[src/sv/rgb_preset_crossfader_top_assert.svh]
// assertion macros for the crossfader top level
// clocked on clock, disabled while reset is high
`ifndef RGB_PRESET_CROSSFADER_TOP_ASSERT_SVH
`define RGB_PRESET_CROSSFADER_TOP_ASSERT_SVH

// same-cycle implication
`define RPC_ASSERT_NOW(label, ante, cons) \
   label: assert property (@(posedge clock) disable iff (reset) (ante) |-> (cons)) \
      else $error("crossfader assertion failed");

// next-cycle implication
`define RPC_ASSERT_NEXT(label, ante, cons) \
   label: assert property (@(posedge clock) disable iff (reset) (ante) |=> (cons)) \
      else $error("crossfader assertion failed");

`endif

[src/sv/rpc_pkg.sv]
// shared types and constants for the rgb preset crossfader
// no dependencies
package rpc_pkg;

   localparam int MaxPresetsDef = 5;
   localparam int NumCh         = 3;
   localparam int NumColours    = 5;

   typedef enum logic [2:0] {
      REG_PRESET_A     = 3'd0,
      REG_PRESET_B     = 3'd1,
      REG_PRESET_C     = 3'd2,
      REG_PRESET_D     = 3'd3,
      REG_PRESET_E     = 3'd4,
      REG_CYCLE_LEN    = 3'd5,
      REG_STEP_PERIOD  = 3'd6,
      REG_HOLD_TIME    = 3'd7
   } reg_index_type;

   localparam logic [23:0] PresetAReset     = 24'h5050FF;
   localparam logic [23:0] PresetBReset     = 24'h50FF50;
   localparam logic [23:0] PresetCReset     = 24'h00FF32;
   localparam logic [23:0] PresetDReset     = 24'h0000FF;
   localparam logic [23:0] PresetEReset     = 24'h7800FF;
   localparam logic [2:0]  CycleLenReset    = 3'd5;
   localparam logic [15:0] StepPeriodReset  = 16'd80;
   localparam logic [15:0] HoldTimeReset    = 16'd9001;

   typedef struct packed {
      logic [NumColours-1:0][23:0] colour;
      logic [2:0]                  cycle_len;
      logic [15:0]                 step_period;
      logic [15:0]                 hold_time;
   } cfg_type;

   typedef struct packed {
      logic [NumCh-1:0][7:0] level;
      logic [NumCh-1:0]      matched;
      logic [2:0]            preset;
      logic                  hold;
   } state_type;

endpackage

[src/sv/rgb_preset_crossfader_top.sv]
// a req transfer is taken into the input register; its update then loads the state registers and sets rsp valid
// throughput: one item per cycle while rsp is not stalled, set by the input register feeding the state update
// the state registers double as the result register and hold while rsp is stalled
// synchronous active-high reset clears state, levels, valids and loads register defaults
// csr writes are taken every cycle
`include "rgb_preset_crossfader_top_assert.svh"

// top level: input register, configuration registers and fade core
// depends on rpc_pkg, rpc_csr, rpc_core
module rgb_preset_crossfader_top import rpc_pkg::*; #(
   parameter int MAX_PRESETS = MaxPresetsDef
) (
   input  logic        clock,
   input  logic        reset,
   input  logic        req_tvalid,
   output logic        req_tready,
   input  logic [7:0]  req_tdata,   // [0] advance, [7:1] zero
   output logic        rsp_tvalid,
   input  logic        rsp_tready,
   output logic [31:0] rsp_tdata,   // [7:0] level_ch0, [15:8] level_ch1, [23:16] level_ch2,
                                    // [26:24] preset_index, [27] holding, [31:28] zero
   input  logic        csr_valid,
   output logic        csr_ready,
   input  logic [2:0]  csr_index,
   input  logic [23:0] csr_data
);

   logic      in_valid_ff, in_valid_in;
   logic      in_adv_ff, in_adv_in;
   logic      out_valid_ff, out_valid_in;
   logic      out_free;
   logic      update;
   cfg_type   cfg;
   state_type state;

   assign out_free   = !out_valid_ff || rsp_tready;
   assign update     = in_valid_ff && out_free;
   assign req_tready = !in_valid_ff || update;
   assign csr_ready  = 1'b1;

   assign in_valid_in  = (req_tvalid && req_tready) || (in_valid_ff && !update);
   assign in_adv_in    = (req_tvalid && req_tready) ? req_tdata[0] : in_adv_ff;
   assign out_valid_in = update || (out_valid_ff && !rsp_tready);

   always_ff @(posedge clock) begin
      if (reset) begin
         in_valid_ff  <= 1'b0;
         out_valid_ff <= 1'b0;
      end else begin
         in_valid_ff  <= in_valid_in;
         out_valid_ff <= out_valid_in;
      end
   end

   always_ff @(posedge clock) begin
      in_adv_ff <= in_adv_in;
   end

   rpc_csr u_csr (
      .clock    (clock),
      .reset    (reset),
      .wr_en    (csr_valid && csr_ready),
      .wr_index (reg_index_type'(csr_index)),
      .wr_data  (csr_data),
      .cfg      (cfg)
   );

   rpc_core #(
      .MAX_PRESETS (MAX_PRESETS)
   ) u_core (
      .clock   (clock),
      .reset   (reset),
      .update  (update),
      .advance (in_adv_ff),
      .cfg     (cfg),
      .state   (state)
   );

   assign rsp_tvalid = out_valid_ff;
   assign rsp_tdata  = {4'd0, state.hold, state.preset,
                        state.level[2], state.level[1], state.level[0]};

   localparam logic [2:0] PresetLimit = 3'(MAX_PRESETS);

   `RPC_ASSERT_NOW(a_preset_in_range, rsp_tvalid, rsp_tdata[26:24] < PresetLimit)
   `RPC_ASSERT_NOW(a_hold_all_matched, state.hold, &state.matched)
   `RPC_ASSERT_NEXT(a_update_gives_result, update, rsp_tvalid)

endmodule

[src/sv/rpc_csr.sv]
// configuration register file for the crossfader
// depends on rpc_pkg
module rpc_csr import rpc_pkg::*; (
   input  logic          clock,
   input  logic          reset,
   input  logic          wr_en,
   input  reg_index_type wr_index,
   input  logic [23:0]   wr_data,
   output cfg_type       cfg
);

   cfg_type cfg_ff;
   cfg_type cfg_in;

   always_comb begin
      cfg_in = cfg_ff;
      if (wr_en) begin
         case (wr_index)
            REG_PRESET_A:     cfg_in.colour[0]    = wr_data;
            REG_PRESET_B:     cfg_in.colour[1]    = wr_data;
            REG_PRESET_C:     cfg_in.colour[2]    = wr_data;
            REG_PRESET_D:     cfg_in.colour[3]    = wr_data;
            REG_PRESET_E:     cfg_in.colour[4]    = wr_data;
            REG_CYCLE_LEN:    cfg_in.cycle_len    = wr_data[2:0];
            REG_STEP_PERIOD:  cfg_in.step_period  = wr_data[15:0];
            REG_HOLD_TIME:    cfg_in.hold_time    = wr_data[15:0];
            default:          cfg_in = cfg_ff;
         endcase
      end
   end

   always_ff @(posedge clock) begin
      if (reset) begin
         cfg_ff.colour[0]    <= PresetAReset;
         cfg_ff.colour[1]    <= PresetBReset;
         cfg_ff.colour[2]    <= PresetCReset;
         cfg_ff.colour[3]    <= PresetDReset;
         cfg_ff.colour[4]    <= PresetEReset;
         cfg_ff.cycle_len    <= CycleLenReset;
         cfg_ff.step_period  <= StepPeriodReset;
         cfg_ff.hold_time    <= HoldTimeReset;
      end else begin
         cfg_ff <= cfg_in;
      end
   end

   assign cfg = cfg_ff;

endmodule

[src/sv/rpc_core.sv]
// fade/hold state and its single-pass update for one tick slot
// depends on rpc_pkg
module rpc_core import rpc_pkg::*; #(
   parameter int MAX_PRESETS = MaxPresetsDef
) (
   input  logic      clock,
   input  logic      reset,
   input  logic      update,
   input  logic      advance,
   input  cfg_type   cfg,
   output state_type state
);

   localparam logic [2:0] CountMax = 3'(MAX_PRESETS);

   logic [NumCh-1:0][7:0] level_ff, level_in;
   logic [NumCh-1:0]      matched_ff, matched_in;
   logic [2:0]            preset_ff, preset_in;
   logic                  hold_ff, hold_in;
   logic [15:0]           wait_ff, wait_in;

   logic [2:0]            eff_count;
   logic [3:0]            nxt_sum;
   logic [2:0]            next_idx;
   logic                  expire;
   logic                  go_next;
   logic                  go_hold;
   logic [2:0]            sel_idx;
   logic [NumCh-1:0]      flags_base;
   logic [23:0]           colour;

   always_comb begin
      if (cfg.cycle_len == 3'd0) begin
         eff_count = 3'd1;
      end else if (cfg.cycle_len > CountMax) begin
         eff_count = CountMax;
      end else begin
         eff_count = cfg.cycle_len;
      end
   end

   assign nxt_sum  = {1'b0, preset_ff} + 4'd1;
   assign next_idx = (nxt_sum >= {1'b0, eff_count}) ? 3'd0 : nxt_sum[2:0];
   assign expire   = (wait_ff <= 16'd1);
   // a hold that ends, or a zero-length hold, moves straight to the next preset
   assign go_next  = hold_ff || ((&matched_ff) && (cfg.hold_time == 16'd0));
   assign go_hold  = !hold_ff && (&matched_ff) && (cfg.hold_time != 16'd0);
   assign sel_idx    = go_next ? next_idx : preset_ff;
   assign flags_base = go_next ? '0 : matched_ff;

   always_comb begin
      case (reg_index_type'(sel_idx))
         REG_PRESET_A: colour = cfg.colour[0];
         REG_PRESET_B: colour = cfg.colour[1];
         REG_PRESET_C: colour = cfg.colour[2];
         REG_PRESET_D: colour = cfg.colour[3];
         REG_PRESET_E: colour = cfg.colour[4];
         default:      colour = cfg.colour[0];
      endcase
   end

   always_comb begin
      level_in   = level_ff;
      matched_in = matched_ff;
      preset_in  = preset_ff;
      hold_in    = hold_ff;
      wait_in    = wait_ff;
      if (update && advance) begin
         if (!expire) begin
            wait_in = wait_ff - 16'd1;
         end else if (go_hold) begin
            hold_in = 1'b1;
            wait_in = cfg.hold_time;
         end else begin
            preset_in  = sel_idx;
            hold_in    = 1'b0;
            matched_in = flags_base;
            wait_in    = cfg.step_period;
            for (int c = 0; c < NumCh; c++) begin
               if (!flags_base[c]) begin
                  if (level_ff[c] < colour[8*c +: 8]) begin
                     level_in[c] = level_ff[c] + 8'd1;
                  end else if (level_ff[c] > colour[8*c +: 8]) begin
                     level_in[c] = level_ff[c] - 8'd1;
                  end else begin
                     matched_in[c] = 1'b1;
                  end
               end
            end
         end
      end
   end

   always_ff @(posedge clock) begin
      if (reset) begin
         level_ff   <= '0;
         matched_ff <= '0;
         preset_ff  <= '0;
         hold_ff    <= 1'b0;
         wait_ff    <= '0;
      end else begin
         level_ff   <= level_in;
         matched_ff <= matched_in;
         preset_ff  <= preset_in;
         hold_ff    <= hold_in;
         wait_ff    <= wait_in;
      end
   end

   assign state.level   = level_ff;
   assign state.matched = matched_ff;
   assign state.preset  = preset_ff;
   assign state.hold    = hold_ff;

endmodule

[config.mk]
export PLATFORM = sky130hd
export DESIGN_NAME = rgb_preset_crossfader_top
export DESIGN_NICKNAME = d
export VERILOG_FILES = /design/src/sv/rpc_pkg.sv /design/src/sv/rgb_preset_crossfader_top.sv /design/src/sv/rpc_csr.sv /design/src/sv/rpc_core.sv
export VERILOG_INCLUDE_DIRS = /design/src /design/src/sv
export SDC_FILE = /design/constraint.sdc
export NUM_CORES = 1
export LEC_CHECK = 0
export ABC_CLOCK_PERIOD_IN_PS = 10300
export BUFFER_PORTS_ARGS = -buffer_cell sky130_fd_sc_hd__buf_2
export CAP_MARGIN = 25
export CORE_MARGIN = 3
export CORE_UTILIZATION = 30
export DETAILED_ROUTE_END_ITERATION = 10
export MAX_ROUTING_LAYER = met4
export SETUP_SLACK_MARGIN = 0.5
export SLEW_MARGIN = 20
export SYNTH_ARGS = -nofsm -noshare
export SYNTH_HDL_FRONTEND = slang
export SYNTH_HIERARCHICAL = 1
export SYNTH_SLANG_ARGS = --single-unit
[constraint.sdc]
create_clock -name clock -period 10.3 [get_ports clock]
set_input_delay 1.03 -clock clock [delete_from_list [all_inputs] [get_ports clock]]
set_output_delay 1.03 -clock clock [all_outputs]
set_load 0.01 [all_outputs]
* Word-level counts from Yosys, hierarchy flattened *
Cells that the tools add are included.

word-level totals
  output and inout port bits = 35
  flip-flop bits (word level) = 205
  word-level logic and storage cells = 113

operators by class
  mux-type cells = 24
  bitwise operators = 4
  reduce and logical (&&, ||, !) cells = 39
  $lt $le $gt $ge = 9
  equality and inequality tests = 11
  $add $sub $neg = 8

operators by type and width
  kind                                                  number
  case mux 24 bit (4 select lines)                      1
  2-to-1 mux 8 bit                                      6
  2-to-1 mux 16 bit                                     2
  adder 8 x 1 -> 8 bit, second input constant           3
  greater-than comparator 8 bit                         3
  less-than comparator 8 bit                            3
  subtractor 8 x 1 -> 8 bit, second input constant      3
  AND reduction 2 bit                                   9
  <= comparator 16 x 1 -> 1 bit, second input constant  1
  zero test 16 bit                                      1
  nonzero test 16 bit                                   1
  subtractor 16 x 1 -> 16 bit, second input constant    1
  equality test 3 bit, second input constant            5
  2-to-1 mux 3 bit                                      5
  AND reduction 5 bit                                   3
  equality test 3 x 2 -> 1 bit, second input constant   4
  2-to-1 mux 1 bit                                      10
  logical AND 1 bit                                     8
  equality test 3 x 1 -> 1 bit, second input constant   2
  zero test 3 bit                                       2
  AND reduction 3 bit                                   2
  nonzero test 2 bit                                    3
  zero test 1 bit                                       5
  logical OR 1 bit                                      5
  other kinds (4)                                       7

* Longest topological paths before layout *
Gate-level depths: netlist of the first run.

  depth after elaboration = 12
  gate-level depth with buffers = 27
  depth with buffers taken out = 25

* Hierarchy *
The synthesis of the first run kept the hierarchy.

by module, submodules not included
  module                     sequential area each (um2)  area an instance (um2)  cells an instance  instances
  rpc_csr                    3,103.0                     6,025.8                 564                1
  rpc_core                   940.9                       4,643.2                 596                1
  rgb_preset_crossfader_top  70.1                        178.9                   18                 1

* Worst setup path after synthesis of the first run *
OpenSTA, ideal clock, no wires.

  path kind = reg2reg
  from = register u_core.preset_ff[1]
  to = register u_core.level_ff (netlist bit u_core/state[22])
  cell stages (with the launch flop) = 24
  required time = 10.179 ns
  arrival = 5.289 ns
  buffers on the path = 1
  library setup time = 0.121 ns
  path slack = 4.890 ns
  clock period less this slack = 5.410 ns
  cells stage by stage = dfxtp_1 -> ha_1 -> ha_1 -> a21o_1 -> a21oi_1 -> and4_1 -> nor2_1 -> xnor2_1 -> clkbuf_1 -> a221oi_1 -> ha_1 -> nor2b_1 -> o21a_1 -> o21ai_0 -> a211o_1 -> nand2_1 -> ha_1 -> a21o_1 -> a21oi_1 -> o21ai_0 -> o41a_1 -> and3_1 -> o211a_1 -> mux2_2

between the ends
  cells in the longest elaborated chain, start to end = 9
  elaborated cells on any way between the ends = 14
  classes of those cells = add/sub: 1; order compare: 3; eq/ne: 4; mux: 4; reduce/logical: 2

ends and longest elaborated chain
  item                                                                         RTL line                        text
  from (decl)                                                                  rpc_core.sv:18                  logic [2:0] preset_ff, preset_in;
  from (signal assigned)                                                       rpc_core.sv:104                 preset_ff <= preset_in;
  adder 3 x 1 -> 4 bit                                                         rpc_core.sv:42                  assign nxt_sum = {1'b0, preset_ff} + 4'd1;
  >= comparator 4 x 3 -> 1 bit                                                 rpc_core.sv:43                  assign next_idx = (nxt_sum >= {1'b0, eff_count}) ? 3'd0 : nxt_sum[2:0];
  2-to-1 mux 3 bit                                                             rpc_core.sv:43
  2-to-1 mux 3 bit *                                                           rpc_core.sv:48                  assign sel_idx = go_next ? next_idx : preset_ff;
  equality test 3 bit (tied with other cells)                                  rpc_core.sv:52                  case (reg_index_type'(sel_idx))
  case mux 24 bit (4 select lines) *                                           rpc_core.sv:52
  greater-than comparator 8 bit or less-than comparator 8 bit (tied branches)  rpc_core.sv:83, rpc_core.sv:81
  nonzero test 2 bit (no source line)                                          n/a
  AND reduction 5 bit (no source line)                                         n/a
  to (signal assigned)                                                         rpc_core.sv:102                 level_ff <= level_in;
  to (decl)                                                                    rpc_core.sv:16                  logic [NumCh-1:0][7:0] level_ff, level_in;

Every way passes the cells marked *; elsewhere a longest branch is shown, timed or not.
A chain may end at the register's enable or synchronous reset.

* Final worst setup path of the first run *
  from = register u_core.preset_ff[0]
  to = register u_core.level_ff (netlist bit u_core/state[22])

The elaborated chain is that of the path after synthesis.

==> metrics.md, run 1 <==
| Metric | Value |
|---|---|
| Outcome | finished clean |
| CORE AREA | 35,600 sq um |
| Fmax | about 150 MHz |
| Slowest-stage cell, CP | a221oi_1 |
| Largest net degree at the start of global routing | 89 |
| Ys async rst share | 0% |
| Commonest cells post-synth | 204 x dfxtp_1, 197 x mux2i_1, 143 x nor2_1, 118 x nand2b_1, 50 x a21oi_1 |
| Synth warn | 6 |
| Setup TNS | 0 ns |
| Yosys top cell by area | dfxtp_1 |
| Total setup buffers inserted after CTS | 0 |
| Avg WL per Cell | 17.0 microns |
| Syn Area/Cell | 9.21 sq um |
| Hold slack | approximately 0.47 ns |
| CP Class | reg -> reg |
| Final Critical Period | between 6 and 7 ns |
| Vias in the first global route | 8,130 |
| DR vias | 8,372 |
| Power Dens Cells | 169 nW/um^2 |
| Max cap viols | 0 |
| Critical-path cell list | ha_1 -> ha_1 -> a21o_1 -> a21oi_1 -> and4_1 -> nor2_1 -> xnor2_4 -> buf_4 -> a221oi_1 -> ha_1 -> o21a_1 -> o21ai_0 -> a211o_1 -> nand2_1 -> ha_1 -> a21o_1 -> a21oi_1 -> o21ai_0 -> o41a_1 -> and3_1 -> o211a_1 -> mux2_2 |
| Combinational share of power | between 10% and 20% |
| Clock power share | 45.9% |
| Final net count | 1,296 |
| Critical path required time | between 10 and 15 ns |
| CP Capture Type | flop |
| #FFs+latches synth | 205 |
| Post-CTS resize count | 0 |
| Top delay family on crit path | compound AO/OA/AOI/OAI gates |
| Grt ovf | 0 |
| Max incr delay on CP | 0.83 ns |
| Worst-Skew Late Latency | 0.54 ns |
| CP Data Arrival Time | between 7 and 8 ns |
| Post-synth top area share | 37.6% |
| Routability cong. | 0.839 |
| Final Skew | around 0.015 ns |
| Tot GR Track Use | between 10 and 15% |
| Root Buffer | clkbuf_16 |
| Inserted Diodes | 0 |
| Total routed wirelength | 28,700 microns |
| Register area share after synthesis | 37.9% |
| Met2 usage | 22.7% |
| Synth Instances | 1,178 |
| Die footprint | 38,500 sq um |
| Routing usage on met3 | 2.10% |
| DP HPWL | between 15,000 and 20,000 microns |
| Crit share post-route | 65.0% |
| Count leader, synth | dfxtp_1 |
| Hold Vio Cnt, Final | 0 |
| Die width | 196 microns |
| Final Max Tran Viols | 0 |
| Starting Density | 30.5% |
| Final setup violation count | 0 |
| Detailed Routing Iterations Pass 1 | 5 |
| 1st-iter DRT viols | ~600 |
| Detail Route Antenna Nets | 0 |
| RSZ-0062 raised after global routing | no |
| IO Pins | 75 |
| Hold crit path type | reg -> reg |
| Distinct cells, synth | 68 |
| P_sw | between 500 and 600 uW |
| Clk slew on worst S/H paths | 0.06 ns |
| Sw Share | 27.3% |
| CP bufs+invs | 1 |
| Fraction of layout cells with a size suffix above 1 | 12.1% |
| LEAKAGE | 0.00582 uW |
| DR vias/cell | about 5 |
| Most frequent CP cell | ha_1 |
| Area Growth Syn to Fin | 14.9% |
| Grt met1 use | between 20% and 30% |
| Post-synth EDFFs | 1 |
| Internal power | 1530 uW |
| FP Rows | 69 |
| First-pass GRT wire length | 45,200 microns |
| Htree depth | 1 |
| CTS hold repair buffers | 0 |
| Max clock buf depth | 3 |
| Worst setup SP type | flop |
| Worst Tran Pin Value | 1.04 ns |
| Initial antenna violation count | 0 |
| Buffers on Ports | 62 |
| Seq pwr share | around two fifths |
| CTS Sinks | between 200 and 250 |
| Die Y | 196 microns |
| CTS tree | yes |
| Worst vdd ir | 0.134 mV |
| Ranking of synthesized cells by area | dfxtp_1 38%, mux2i_1 18%, nand2b_1 6.8% |
| FILL cells | 3,637 |
| Synth Flop Type | dfxtp_1 |
| DRC violations left | 0 |
| GR peak layer | met2 |
| Worst Path Max Fanout | 24 |
| Cell Area, Synth | around 11,000 sq um |
| Worst slew margin | a little under a third |
| TritonCTS Buffers | 25 |
placed cells by master (no fill, tap or decap), types with 5 or more instances in the layout:
cell type	n
inv_1	40
a211oi_1	11
buf_2	61
a221oi_1	21
clkbuf_16	25
ha_1	48
a21o_1	15
buf_4	15
nand3_1	21
nor4_1	8
xor2_1	7
conb_1	5
nor2b_1	6
and3_1	7
nand2b_1	118
nand2_1	28
nor2_1	143
o22ai_1	24
bufinv_16	5
dfxtp_1	204
a22oi_1	7
clkinv_2	7
xnor2_1	12
a21oi_1	50
mux2i_1	197
o21ai_0	32
nor3_1	18
power by group through the flow:
stage / sequential (uW) / clock [uW] / combinational (uW)
final: 838 / 965 / 298
after global routing: 842 / 1020 / 326
after global placement: 854 / 0 / 288
after floorplan: 851 / 0 / 216
after detailed placement: 856 / 0 / 293
after CTS: 838 / 986 / 294
layout make-up:
cell class,count,area [sq um],area share (%)
Tap cell,461,577,4.63
Multi-Input combinational cell,856,6280,50.4
Inverter,40,150,1.20
Clock inverter,15,223,1.79
Clock buffer,31,688,5.52
Timing Repair Buffer,77,429,3.44
Sequential cell,205,4110,33.0
final timing paths:
check / from / end / slack (ns) / cells after the start
min reg2reg: u_csr/cfg[119] / u_csr/cfg[119] / 0.47 / 2
max: u_core/preset_ff[0] / u_core/state[22] / 3.60 / 22
max reg2reg: u_core/preset_ff[0] / u_core/state[22] / 3.60 / 22
min: u_csr/cfg[119] / u_csr/cfg[119] / 0.47 / 2
worst register-to-register path: cells and delay by family, from the launching register on:
kind | cells | cell delay [ns]
xor+xnor | 1 | 0.16
mux | 1 | 0.26
compound gates | 11 | 3.00
fa+ha+maj | 4 | 1.44
simple gates | 4 | 0.87
buf+inv | 1 | 0.28
flops | 1 | 0.59
layer usage:
layer  vias up  routed length [microns]
li1       4198                        -
met1      3972                    14700
met2       172                    12400
met3        30                     1110
met4         0                      446
met5         -                        0
per-stage QoR:
step	total power, uW	area (sq um)	util, %	instances	setup slack, ns
2_1_floorplan	1070	10900	-	1181	4.89
3_3_place_gp	1140	11600	32.5	1639	3.81
3_5_place_dp	1150	11600	32.5	1639	3.74
4_1_cts	2120	12500	35.0	1685	3.69
5_1_grt	2190	12500	35.0	1685	3.29
6_report	2100	12500	35.0	1685	3.60
logic make-up after synthesis:
group / Yosys count / synth area share [%]
other: 2 / 0.0692
AND/OR/NAND/NOR: 382 / 18.5
adder cells (fa/ha/maj): 51 / 6.09
AO/OA/AOI/OAI: 198 / 12.3
XOR/XNOR: 20 / 1.61
flip-flops: 205 / 37.9
multiplexers: 200 / 18.5
buffers and inverters: 120 / 4.99
sequential cells by signal, indices dropped and copies added (netlist names):
register,flops
u_csr/cfg,155
u_core/state,24
u_core/wait_ff,16
u_core/matched_ff,3
u_core/preset_ff,3
in_adv_ff,1
in_valid_ff,1
rsp_tvalid,1
u_core/hold_ff,1
(Power assumes the default switching activity.)
==> run 2: changes to the inputs <==
ABC_AREA = 1   (was default)
ABC_CLOCK_PERIOD_IN_PS = 6150   (was 10300)
clock period = 6.15 ns   (was 10.3 ns; I/O delays follow)
==> run 2 against run 1 <==
  * Register-to-register slack worse by 2.6 ns
  * Core utilization down 0.32 points
  * Maximum frequency grew 30%
  * Cell area rose by 2.7%
  * Routed wire length increased by 15%
  * Synthesized cell count up 44%
  * Power increased by 61%
  * Sequential power rose by 69%
  * First-iteration DRC count grew 56%
  * Die area is 4.1% higher
  * Largest cell class unchanged
  * Largest power group unchanged
==> metrics.md, run 2 <==
| Metric | Value |
|---|---|
| Number of flip-flops in the largest register | 155 |
| Setup TNS | 0 ns |
| Clk slew on worst S/H paths | 0.06 ns |
| Sw Share | 28.1% |
| Fmax | 194 MHz |
| Internal power | between 2000 and 2500 uW |
| Distinct cells, synth | 51 |
| Worst-Skew Late Latency | 0.52 ns |
| Detail Route Antenna Nets | 0 |
| Tot GR Track Use | 16.5% |
| Hold slack | 0.274 ns |
| Die Y | 200 microns |
| Post-synth EDFFs | 1 |
| Commonest cells post-synth | 379 x nand2_1, 317 x nor2_1, 206 x nand3_1, 204 x dfxtp_1, 155 x inv_1 |
| CP Class | reg -> reg |
| Synth Area in Compound Gates | 9.08% |
| FP Rows | 70 |
| Most frequent cells in the layout | 379 x nand2_1, 315 x nor2_1, 205 x nand3_1, 204 x dfxtp_1, 154 x inv_1 |
| Seq pwr share | 42.0% |
| Max clock buf depth | 3 |
| Die footprint | 40,000 sq um |
| Post-synth top area share | 36.1% |
| Worst slew margin | 34.5% |
| 1st-iter DRT viols | 931 |
| Initial antenna violation count | 0 |
| Outcome | finished clean |
| Combinational share of power | 15.0% |
| Total routed wirelength | ~33,000 microns |
| Synth warn | 6 |
| Final Max Tran Viols | 0 |
| Yosys top cell by area | dfxtp_1 |
| CTS hold repair buffers | 0 |
| P_sw | between 900 and 1000 uW |
| Grt ovf | 0 |
| Register area share after synthesis | approximately 36% |
| Commonest non-fill, non-tap cell in the layout | nand2_1 |
| First-pass GRT wire length | 53,100 microns |
| Count leader, synth | nand2_1 |
| DR vias/cell | 4.78 |
| Die width | ~200 microns |
| CP Data Arrival Time | 5.59 ns |
| LEAKAGE | 0.00608 uW |
| Worst Path Max Fanout | 40 |
| CORE AREA | 36,900 sq um |
| Power Dens Cells | between 200 and 300 nW/um^2 |
| Final Skew | ~0.014 ns |
| Final net count | 1,812 |
| Syn Area/Cell | between 6 and 7 sq um |
| DP HPWL | 22,700 microns |
| Post-CTS resize count | 0 |
| Avg WL per Cell | approximately 15 microns |
| Starting Density | 30.7% |
| Htree depth | 1 |
| Ys async rst share | 0% |
| Routability cong. | 0.884 |
| Root Buffer | clkbuf_16 |
| Synth Instances | 1,695 |
| Hold crit path type | in -> reg |
| Crit share post-route | 83.7% |
| Simple-gate share of the synthesized area | roughly 38% |
| CTS tree | yes |
| Vias in the first global route | a little under 10,000 |
| Final Critical Period | 5.15 ns |
| CTS Sinks | just over 200 |
| IO Pins | 75 |
| Final setup violation count | 0 |
| Post-Synth Adder-Cell Area | 5.84% |
| Main combinational cell family by area after synthesis | simple AND/OR/NAND/NOR gates |
| TritonCTS Buffers | 25 |
| Ranking of synthesized cells by area | dfxtp_1 36%, nand2_1 13%, nor2_1 11% |
| RSZ-0062 raised after global routing | yes |
| Area Growth Syn to Fin | 13.2% |
| Worst vdd ir | 0.180 mV |
| Total setup buffers inserted after CTS | 0 |
| Pre-CTS WS | 0.968 ns |
| CP Capture Type | flop |
| DR vias | between 10,000 and 15,000 |
| Setup ws final | 1.00 ns |
| Buffers on Ports | 62 |
| DRC violations left | 0 |
| Xor/xnor share of the synthesized area | 1.70% |
| Worst Tran Pin Value | 0.982 ns |
| Hold Vio Cnt, Final | 0 |
| Util after Layout | 34.7% |
| Mux share of post-synthesis cell area | 0% |
| Total power | approximately 3400 uW |
| Clock power share | 43.0% |
| Critical path required time | 6.60 ns |
| Synth Flop Type | dfxtp_1 |
| Largest net degree at the start of global routing | 93 |
| #FFs+latches synth | 205 |
| Cell Area, Synth | 11,300 sq um |
| Inserted Diodes | 0 |
| Fraction of layout cells with a size suffix above 1 | under 10% |
| Detailed Routing Iterations Pass 1 | 5 |
| Worst setup SP type | flop |
| Max cap viols | 0 |
run 2: cell types whose count changed after synthesis, sizes merged, moves of 15 or more:
cell    change
o22ai      -21
a21oi      +40
nand2b    -118
or2        +20
o21ai      +17
a21o       -15
clkbuf     -22
nor2      +191
nand3     +189
nand2     +360
inv       +123
a221oi     -21
mux2i     -197
buf        +23
run 2: through the flow:
step / cell area (sq um) / instances
2_1_floorplan: 11300 / 1698
3_3_place_gp: 12000 / 2198
3_5_place_dp: 12000 / 2198
4_1_cts: 12800 / 2240
5_1_grt: 12800 / 2240
6_report: 12800 / 2240
run 2: area by class of cell:
type | count | area [sq um]
timing repair buffer | 77 | 435
inverter | 165 | 624
clock inverter | 8 | 93.8
sequential | 205 | 4110
multi-input combinational | 1247 | 6190
fill | 3992 | 24100
clock buffer | 34 | 709
tap | 504 | 631
run 2: logic make-up after synthesis:
logic type | after synthesis
other cells | 2
xor+xnor | 22
fa+ha+maj | 51
simple gates | 988
buf+inv | 246
flops | 205
compound gates | 181
run 2: worst paths after layout:
check,slack [ns],from,cells after the start,to
worst max-delay path,1.00,u_core/preset_ff[0],27,u_core/state[21]
worst min-delay path,0.27,req_tdata[0],1,in_adv_ff
worst max register to register,1.00,u_core/preset_ff[0],27,u_core/state[21]
worst min register to register,0.46,u_csr/cfg[108],2,u_csr/cfg[108]
run 2: power groups by stage:
stage | sequential, uW | combinational, uW | clock [uW]
finish | 1420 | 506 | 1450
global route | 1420 | 574 | 1540
CTS | 1420 | 505 | 1490
detailed placement | 1450 | 503 | 0
global placement | 1440 | 495 | 0
floorplan | 1440 | 363 | 0
run 2: per-layer routing:
| layer | global-route usage (%) | part of all wire [%] | vias to the layer above |
|---|---|---|---|
| met2 | 26.3 | 45 | 282 |
| met3 | 1.92 | 5.6 | 47 |
| li1 | - | - | 5466 |
| met1 | 22.7 | 47 | 4909 |
| met5 | - | 0 | - |
| met4 | 3.66 | 2.1 | 0 |
run 2: worst max-delay path, cell delays in order (launching register included):
cell,delay (ns)
dfxtp_1,0.45
ha_1,0.20
xor2_1,0.25
ha_1,0.30
nand3b_1,0.14
nand4_1,0.17
nand2_4,0.13
nand2_8,0.08
inv_4,0.12
o21ai_2,0.05
nand2_1,0.30
buf_12,0.26
or2_0,0.13
nand2_1,0.10
ha_1,0.30
a21oi_1,0.14
nor2_1,0.05
a211oi_1,0.23
nand2_1,0.30
ha_1,0.42
a21oi_1,0.15
nand2_1,0.09
a21oi_1,0.14
nor2_1,0.05
nor2_1,0.11
xor2_1,0.14
o21ai_0,0.08
a21oi_1,0.15
==> run 3: changes to the inputs <==
ABC_CLOCK_PERIOD_IN_PS = 5100   (was 6150)
clock period = 5.1 ns   (was 6.15 ns; I/O delays follow)
==> run 3 against run 2 <==
  * Combinational power increased by 36%
  * Hold slack lost 0.12 ns
  * Cell area up 7.5%
  * Global-route usage up 0.55 points
  * Clock power rose by 23%
  * Critical path type unchanged
  * Critical endpoint is now u_core/state[22]
  * Largest cell class unchanged
==> metrics.md, run 3 (synthesis gave the netlist of run 2 again) <==
| Metric | Value |
|---|---|
| Most frequent cells in the layout | 359 x nand2_1, 308 x nor2_1, 200 x nand3_1, 199 x dfxtp_1, 151 x inv_1 |
| Detailed Routing Iterations Pass 1 | 5 |
| Max cap viols | 0 |
| Starting Density | between 30% and 40% |
| Root Buffer | clkbuf_16 |
| CP Data Arrival Time | 4.87 ns |
| Total routed wirelength | between 30,000 and 40,000 microns |
| Htree depth | 1 |
| CP Class | reg -> reg |
| Final Critical Period | 4.47 ns |
| LEAKAGE | 0.00628 uW |
| Clk slew on worst S/H paths | 0.06 ns |
| Fraction of layout cells with a size suffix above 1 | 16.3% |
| DR vias/cell | around 4.8 |
| Hold crit path type | in -> reg |
| Avg WL per Cell | ~16 microns |
| Worst slew margin | 40.6% |
| Die width | 200 microns |
| Placed Cells | 2,207 |
| CTS hold repair buffers | 0 |
| Worst Tran Pin Value | 0.889 ns |
| Final Skew | 0.0184 ns |
| Total power | between 4000 and 5000 uW |
| Setup TNS | 0 ns |
| Final std cells w/o fill | 2,274 |
| Detail Route Antenna Nets | 0 |
| RSZ-0062 raised after global routing | yes |
| Tot GR Track Use | 17.1% |
| Largest net degree at the start of global routing | between 70 and 80 |
| Grt ovf | 0 |
| Util after Layout | 37.3% |
| Inserted Diodes | 0 |
| Die Y | 200 microns |
| Crit share post-route | 87.7% |
| CTS Sinks | slightly above 200 |
| R2R Setup Slk | 0.63 ns |
| Worst Path Max Fanout | 21 |
| Buffers on Ports | 62 |
| Final net count | 1,844 |
| Die footprint | 40,000 sq um |
| Slowest-stage cell, CP | dfxtp_4 |
| DP HPWL | 23,300 microns |
| CORE AREA | 36,900 sq um |
| IO Pins | 75 |
| Max incr delay on CP | 0.36 ns |
| Design area | 13,800 sq um |
| Placed cell areas | between 10,000 and 15,000 sq um |
| Initial antenna violation count | 0 |
| CTS tree | yes |
| Hold Vio Cnt, Final | 0 |
| DR vias | approximately 11,000 |
| Fmax | between 200 and 250 MHz |
| 1st-iter DRT viols | 969 |
| Final setup violation count | 0 |
| Worst-Skew Late Latency | 0.54 ns |
| Number of flip-flops in the largest register | 155 |
| DRC violations left | 0 |
| Worst vdd ir | 0.190 mV |
| CP Capture Type | flop |
| Power Dens Cells | between 300 and 400 nW/um^2 |
| TritonCTS Buffers | 25 |
| Final Max Tran Viols | 0 |
| Vias in the first global route | 10,100 |
| First-pass GRT wire length | 54,500 microns |
| Outcome | finished clean |
| FP Rows | 70 |
| Max clock buf depth | 3 |
| Commonest non-fill, non-tap cell in the layout | nand2_1 |
| Worst setup SP type | flop |
| FILL cells | 3,872 |
| Area Growth Syn to Fin | 21.7% |
| Routability cong. | 0.890 |
| Critical path required time | 5.49 ns |
run 3: cell count changes in the layout (fill, tap and decap cells not counted), moves of 7 or more:
cell / change
nand2_2: +13
nand2_4: +7
ha_4: +20
buf_4: +20
nor2_1: -7
ha_1: -21
a21oi_1: -16
a21oi_2: +16
nand2_1: -20
run 3: final timing paths:
path                            start                to  depth (start not counted)
hold / removal           req_tdata[0]         in_adv_ff                          1
hold reg to reg        u_csr/cfg[112]    u_csr/cfg[112]                          2
setup / recovery  u_core/preset_ff[1]  u_core/state[22]                         28
setup reg to reg  u_core/preset_ff[1]  u_core/state[22]                         28
run 3: what timing repair did:
item,CTS,global route
setup endpoints to repair,14,22
resized for setup,14,111
gates cloned,1,2
pin swaps,3,37
buffers inserted,2,18
run 3: per-stage QoR:
| step | hold slack (ns) | setup WS (ns) |
|---|---|---|
| after floorplan | 0.429 | 0.806 |
| final | 0.150 | 0.625 |
| after detailed placement | 0.444 | 0.161 |
| after CTS | 0.126 | 0.489 |
| after global placement | 0.439 | 0.231 |
| after global routing | 0.137 | 0.328 |
run 3: layout make-up:
| class | instances | area [sq um] | share of cell area [%] |
|---|---|---|---|
| clock buffers | 38 | 724 | 5.27 |
| clock inverters | 6 | 97.6 | 0.709 |
| inverters | 165 | 634 | 4.61 |
| multi-input cells | 1247 | 6740 | 49.0 |
| flip-flops and latches | 205 | 4120 | 30.0 |
| well taps | 504 | 631 | 4.58 |
| repair buffers | 109 | 811 | 5.89 |
run 3: report_power, final:
group,total [uW],internal (uW),switching [uW],leakage [uW]
registers,1710,1660,46.1,0.00167
clock network,1790,1080,712,0.000399
logic,690,240,449,0.00421
total,4190,2980,1210,0.00628
run 3: worst max-delay path, delay by kind of cell, from the launching register on:
family          cells  cell delay [ns]
xor+xnor            1             0.16
buf+inv             4             0.48
compound gates      7             1.08
flops               1             0.36
fa+ha+maj           4             0.95
simple gates       12             1.27
run 3: layer usage:
metal  vias to the layer above  track usage, %  share of wire, %
li1                       5523               -                 -
met1                      5028            23.3                46
met2                       315            25.8                44
met3                        76            2.58               6.2
met4                         0            5.91               3.3
met5                         -               -                 0
